===== src/hw/rtl/dq_current_pi_with_vector_limit_top_defines.svh =====
// Assertion macros for the d/q current PI controller.
// Used by the top level; expects i_clk and i_rst_n in scope.
`ifndef DQ_CURRENT_PI_WITH_VECTOR_LIMIT_TOP_DEFINES_SVH
`define DQ_CURRENT_PI_WITH_VECTOR_LIMIT_TOP_DEFINES_SVH

// same-cycle implication
`define DQPI_ASSERT_NOW(lbl, ante, cons, msg) \
    lbl: assert property (@(posedge i_clk) disable iff (!i_rst_n) (ante) |-> (cons)) \
        else $error(msg);

// next-cycle implication
`define DQPI_ASSERT_NEXT(lbl, ante, cons, msg) \
    lbl: assert property (@(posedge i_clk) disable iff (!i_rst_n) (ante) |=> (cons)) \
        else $error(msg);

`endif


===== src/hw/rtl/dqpi_pkg.sv =====
// Shared types and constants of the d/q current PI controller.
// No dependencies.
package dqpi_pkg;

    localparam int DATA_W        = 16;
    localparam int LIM_W         = 15;
    localparam logic [15:0] STEP_TIME_MIN = 16'd1;
    localparam int SQRT_STEPS    = 16;
    localparam int DIV_STEPS     = 32;
    localparam int REM_W         = 20;

    typedef enum logic [1:0] {
        RC_OK        = 2'd0,
        RC_BAD_LIMIT = 2'd1,
        RC_BAD_STEP  = 2'd2
    } t_result_code;

    typedef enum logic [2:0] {
        CFG_KP_D  = 3'd0,
        CFG_KI_D  = 3'd1,
        CFG_KP_Q  = 3'd2,
        CFG_KI_Q  = 3'd3,
        CFG_I_LOW = 3'd4,
        CFG_I_HIGH = 3'd5,
        CFG_VLIM  = 3'd6,
        CFG_TSMAX = 3'd7
    } t_cfg_idx;

    typedef enum logic [4:0] {
        S_IDLE, S_PD, S_PQ, S_SD, S_SQ, S_LL, S_CMP, S_MAG,
        S_AD, S_DD, S_DDW, S_AQ, S_DQ, S_DQW,
        S_KD1, S_KD2, S_KD3, S_KQ1, S_KQ2, S_KQ3,
        S_LD, S_LQ, S_LS, S_LW, S_OUT
    } t_state;

    typedef enum logic {
        OP_SQRT = 1'b0,
        OP_DIV  = 1'b1
    } t_unit_op;

    typedef struct packed {
        logic        start;
        t_unit_op    op;
        logic [31:0] operand;
        logic [15:0] divisor;
    } t_unit_req;

    typedef struct packed {
        logic        busy;
        logic        done;
        logic [31:0] result;
    } t_unit_rsp;

    function automatic logic signed [DATA_W-1:0] sat_word(input logic signed [51:0] v);
        logic signed [51:0] hi;
        logic signed [51:0] lo;
        hi = 52'sd32767;
        lo = -52'sd32768;
        if (v > hi) begin
            sat_word = 16'sh7FFF;
        end else if (v < lo) begin
            sat_word = 16'sh8000;
        end else begin
            sat_word = v[DATA_W-1:0];
        end
    endfunction

endpackage


===== src/hw/rtl/dqpi_iter_unit.sv =====
// Shared iterative unit: 32-bit integer square root (2 bits per cycle)
// or 32 by 16 bit unsigned divide (1 bit per cycle). Uses dqpi_pkg.
module dqpi_iter_unit (
    input  logic               i_clk,
    input  logic               i_rst_n,
    input  dqpi_pkg::t_unit_req i_req,
    output dqpi_pkg::t_unit_rsp o_rsp
);
    import dqpi_pkg::*;

    logic [31:0]      r_x, n_x;
    logic [REM_W-1:0] r_rem, n_rem;
    logic [31:0]      r_res, n_res;
    logic [4:0]       r_cnt, n_cnt;
    logic [15:0]      r_div, n_div;
    t_unit_op         r_op, n_op;
    logic             r_busy, n_busy;
    logic             r_done, n_done;

    logic [REM_W-1:0] w_rem_s;
    logic [REM_W-1:0] w_trial;
    logic             w_ge;

    always_comb begin
        if (r_op == OP_SQRT) begin
            w_rem_s = {r_rem[REM_W-3:0], r_x[31:30]};
            w_trial = {r_res[REM_W-3:0], 2'b01};
        end else begin
            w_rem_s = {r_rem[REM_W-2:0], r_x[31]};
            w_trial = {{(REM_W-16){1'b0}}, r_div};
        end
        w_ge = (w_rem_s >= w_trial);
    end

    always_comb begin
        n_x    = r_x;
        n_rem  = r_rem;
        n_res  = r_res;
        n_cnt  = r_cnt;
        n_div  = r_div;
        n_op   = r_op;
        n_busy = r_busy;
        n_done = 1'b0;
        if (i_req.start) begin
            n_x    = i_req.operand;
            n_rem  = '0;
            n_res  = '0;
            n_div  = i_req.divisor;
            n_op   = i_req.op;
            n_cnt  = (i_req.op == OP_SQRT) ? 5'(SQRT_STEPS - 1) : 5'(DIV_STEPS - 1);
            n_busy = 1'b1;
        end else if (r_busy) begin
            n_rem = w_ge ? (w_rem_s - w_trial) : w_rem_s;
            n_res = {r_res[30:0], w_ge};
            n_x   = (r_op == OP_SQRT) ? {r_x[29:0], 2'b00} : {r_x[30:0], 1'b0};
            if (r_cnt == 5'd0) begin
                n_busy = 1'b0;
                n_done = 1'b1;
            end else begin
                n_cnt = r_cnt - 5'd1;
            end
        end
    end

    always_ff @(posedge i_clk) begin
        if (!i_rst_n) begin
            r_busy <= 1'b0;
            r_done <= 1'b0;
            r_op   <= OP_SQRT;
            r_cnt  <= '0;
        end else begin
            r_busy <= n_busy;
            r_done <= n_done;
            r_op   <= n_op;
            r_cnt  <= n_cnt;
        end
        r_x   <= n_x;
        r_rem <= n_rem;
        r_res <= n_res;
        r_div <= n_div;
    end

    assign o_rsp.busy   = r_busy;
    assign o_rsp.done   = r_done;
    assign o_rsp.result = r_res;

endmodule


===== config.mk =====
export PLATFORM = sky130hd
export DESIGN_NAME = dqpi_iter_unit
export DESIGN_NICKNAME = d
export VERILOG_FILES = /design/src/hw/rtl/dq_current_pi_with_vector_limit_top_defines.svh /design/src/hw/rtl/dqpi_pkg.sv /design/src/hw/rtl/dqpi_iter_unit.sv
export SDC_FILE = /design/constraint.sdc
export NUM_CORES = 1
export LEC_CHECK = 0
export ABC_AREA = 0
export BUFFER_PORTS_ARGS = -buffer_cell sky130_fd_sc_hd__buf_2
export CELL_PAD_IN_SITES_DETAIL_PLACEMENT = 0
export CELL_PAD_IN_SITES_GLOBAL_PLACEMENT = 1
export CORE_MARGIN = 4
export CORE_UTILIZATION = 45
export DETAILED_ROUTE_END_ITERATION = 8
export PLACE_DENSITY = 0.87
export RECOVER_POWER = 50
export SETUP_SLACK_MARGIN = 0.5
export SYNTH_ARGS = -nofsm -noshare
export SYNTH_HDL_FRONTEND = slang
export SYNTH_SLANG_ARGS = --single-unit

===== constraint.sdc =====
create_clock -name i_clk -period 4.91 [get_ports i_clk]
set_input_delay 0.491 -clock i_clk [delete_from_list [all_inputs] [get_ports i_clk]]
set_output_delay 0.491 -clock i_clk [all_outputs]
set_load 0.02 [all_outputs]

==> metrics.md <==
| Metric | Value |
|---|---|
| First-pass GRT wire length | `20100 um` |
| Hold-fix buffers, CTS | `0` |
| CTS tree | `yes` |
| Period utilization | `slightly above 80%` |
| Area after DPL | `0.00632 mm^2` |
| FP Rows | `41` |
| Core area | `0.0126 mm^2` |
| CP Launch Type | `flop` |
| Unique masters post-synth | `between 50 and 60` |
| Post-DRT Antenna Nets | `0` |
| Leak | `2.56 nW` |
| Max-cap viol count | `3` |
| Share of cells above drive strength 1 | `15.0%` |
| Clk root buf | `clkbuf_16` |
| Sum Neg Setup Slack | `0 ps` |
| Post-Syn Nets | `645` |
| Footprint of the multi-input gates | `0.00298 mm^2` |
| Status | `finished with violations` |
| Reg area | `0.00263 mm^2` |
| R2R Setup Slk | `870 ps` |
| 1st-iter DRT viols | `183` |
| Final Hold Fails | `0` |
| Slew margin rel. | `-113%` |
| Post-synth EDFFs | `48` |
| Drt pass-1 iters | `4` |
| Mapped Cells | `570` |
| DRC | `0` |
| PD cells | `513 mW/mm^2` |
| Chip width | `122 um` |
| Worst r2r src | `r_op` |
| WL final | `12000 um` |
| Peak supply drop | `246 uV` |
| Setup Viol. Count Final | `0` |
| Worst-case clock buffer depth | `2` |
| CP startpoint | `r_op` |
| Fillers | `around 1200` |
| Congestion Overflow GR | `0` |
| Max-slew violation count | `153` |
| Num Clock Sinks | `107` |
| Initial antenna violation count | `0` |
| CP endpoint | `r_rem[5]` |
| Clk_lat worst skew | `roughly 350 ps` |
| WP data arrival | `4120 ps` |
| Largest net degree at the start of global routing | `68` |
| Design Area, Final | `approximately 0.0066 mm^2` |
| Vias in the first global route | `around 4200` |
| Main synth FF type | `dfxtp_1` |
| Number of diodes | `0` |
| Yosys reg bits | `107` |
| Highest clock rate | `248 MHz` |
| Die area | `between 0.01 and 0.015 mm^2` |
| Final Skew | `about 7.6 ps` |
| RSZ-0062 raised after global routing | `false` |
| Max Fanout on Critical Path | `41` |
| Mean post-synth cell area | `10.2 um^2` |
| Layout Area Growth over Synthesis | `13.4%` |
| Worst EP required | `4990 ps` |
| Ys Warns | `0` |
| Max H-tree Level | `3` |
| Worst Hold Class | `in -> reg` |
| Via Count | `4253` |
| Routed length per instance | `around 15 um` |
| Slew @ Worst Pin | `3200 ps` |
| Kind of critical path | `reg -> reg` |
| Initial Util | `46.0%` |
| Tot GR Track Use | `16.7%` |
| Mapped cell area | `slightly below 0.006 mm^2` |
| IO buf count | `85` |
| Hold-critical path depth | `1` |
| Nets@finish | `711` |
| Post-synthesis sequential area ratio | `45.2%` |
| Placer Congestion | `0.885` |
| Num ports | `86` |
| Drt via density | `5.23` |
| Failing checks | `capacitance limit, slew limit` |
| RR Endpoint | `r_rem[5]` |
| DP Worst Slack | `~1000 ps` |
| Worst setup EP type | `flop` |
| Post-route setup slack | `873 ps` |
| CTS clock-pin slew for the worst setup and hold paths | `~70 ps` |
| Depth of the worst register-to-register path | `9` |
| Total CTS buffers | `9` |
| Period minus WS final | `4040 ps` |
| Post-cts sizing count | `0` |
| Async S/R FF share, synth | `0%` |
| Hpwl dp | `8540 um` |
| Chip Height | `122 um` |
| Post-CTS setup buffers | `0` |
-- cell type report --
| type | count | area share, % |
|---|---|---|
| multi-input cells | 420 | 45.3 |
| clock inverters | 5 | 0.894 |
| well taps | 172 | 3.27 |
| flip-flops and latches | 107 | 39.9 |
| clock buffers | 11 | 3.92 |
| repair buffers | 89 | 6.16 |
| inverters | 9 | 0.514 |
-- layer usage --
| metal | GRT usage [%] | part of all wire [%] | up-vias |
|---|---|---|---|
| li1 | - | - | 2185 |
| met2 | 26.1 | 46 | 81 |
| met4 | 5.95 | 1.9 | 0 |
| met5 | 0 | 0 | - |
| met3 | 3.71 | 4.0 | 16 |
| met1 | 23.0 | 48 | 1971 |
-- through the flow --
stage          power, mW  utilization, %  hold slack, ps  std cells
2_1_floorplan       2.37               -             435        570
6_report            3.37            52.1             306        813
3_5_place_dp        2.62            50.0             465        797
5_1_grt             3.61            52.1             299        813
3_3_place_gp        2.58            50.0             455        797
4_1_cts             3.38            52.6             300        813
-- where the power goes --
group / internal (mW) / switching (mW)
combinational: 0.677 / 0.832
clock: 0.433 / 0.326
sequential: 1.04 / 0.0682
-- kinds of logic (layout without fill, tap and decap cells) --
group | after synthesis | after routing | synth area share, %
AOI/OAI and AO/OA | 124 | 124 | 13.5
xor gates and xnor gates | 15 | 15 | 2.26
adders and majority gates | 23 | 23 | 5.09
buffers and inverters | 43 | 114 | 3.39
DFF | 107 | 107 | 45.2
muxes | 111 | 111 | 19.6
and+or+nand+nor | 147 | 147 | 10.9
-- critical path, cell delays in order, from the launching register on --
cell,delay (ps)
dfxtp_4,710
mux2_2,420
ha_1,440
nand4_2,140
or3_4,400
o311a_4,400
o31ai_4,570
buf_4,340
mux2i_1,230
a211oi_1,90
-- sequential cells by signal, indices dropped and copies added, names as in the netlist --
register	count
r_x	32
r_busy	1
r_div	16
r_res	32
r_done	1
r_rem	19
r_op	1
r_cnt	5
-- synth_stat cells (all sizes together) (4+ instances only) --
library cell	n	share of area, %
ha	22	4.7
buf	11	1.3
xor2	10	1.5
inv	9	0.58
nand4	4	0.54
clkbuf	23	1.5
edfxtp	48	25
a211oi	8	1.0
nand2b	9	0.97
mux2	20	3.9
o31ai	4	0.75
o21a	9	1.2
xnor2	5	0.75
dfxtp	59	20
o21ai	55	4.7
a21oi	25	2.2
nor2	59	3.8
mux2i	91	16
nand2	60	3.9
-- cells in the final DEF (no fill, tap or decap), types with 20 or more instances in the layout --
master and count:
mux2i_1 91, nor2_1 59, a21oi_1 25, ha_1 22, mux2_2 20, edfxtp_1 48, dfxtp_1 58, o21ai_0 27
nand2_1 59, buf_2 51, clkbuf_1 36, o21ai_1 28
-- worst min path at each step --
stage / slack [ps] / endpoint / startpoint
floorplan: 440 / r_rem[12] / r_rem[12]
global placement: 460 / r_rem[4] / r_rem[4]
detailed placement: 470 / r_rem[16] / r_rem[16]
CTS: 300 / r_div[15] / i_req[15]
global route: 300 / r_div[14] / i_req[14]
finish: 310 / r_div[15] / i_req[15]
(Power assumes the default switching activity.)
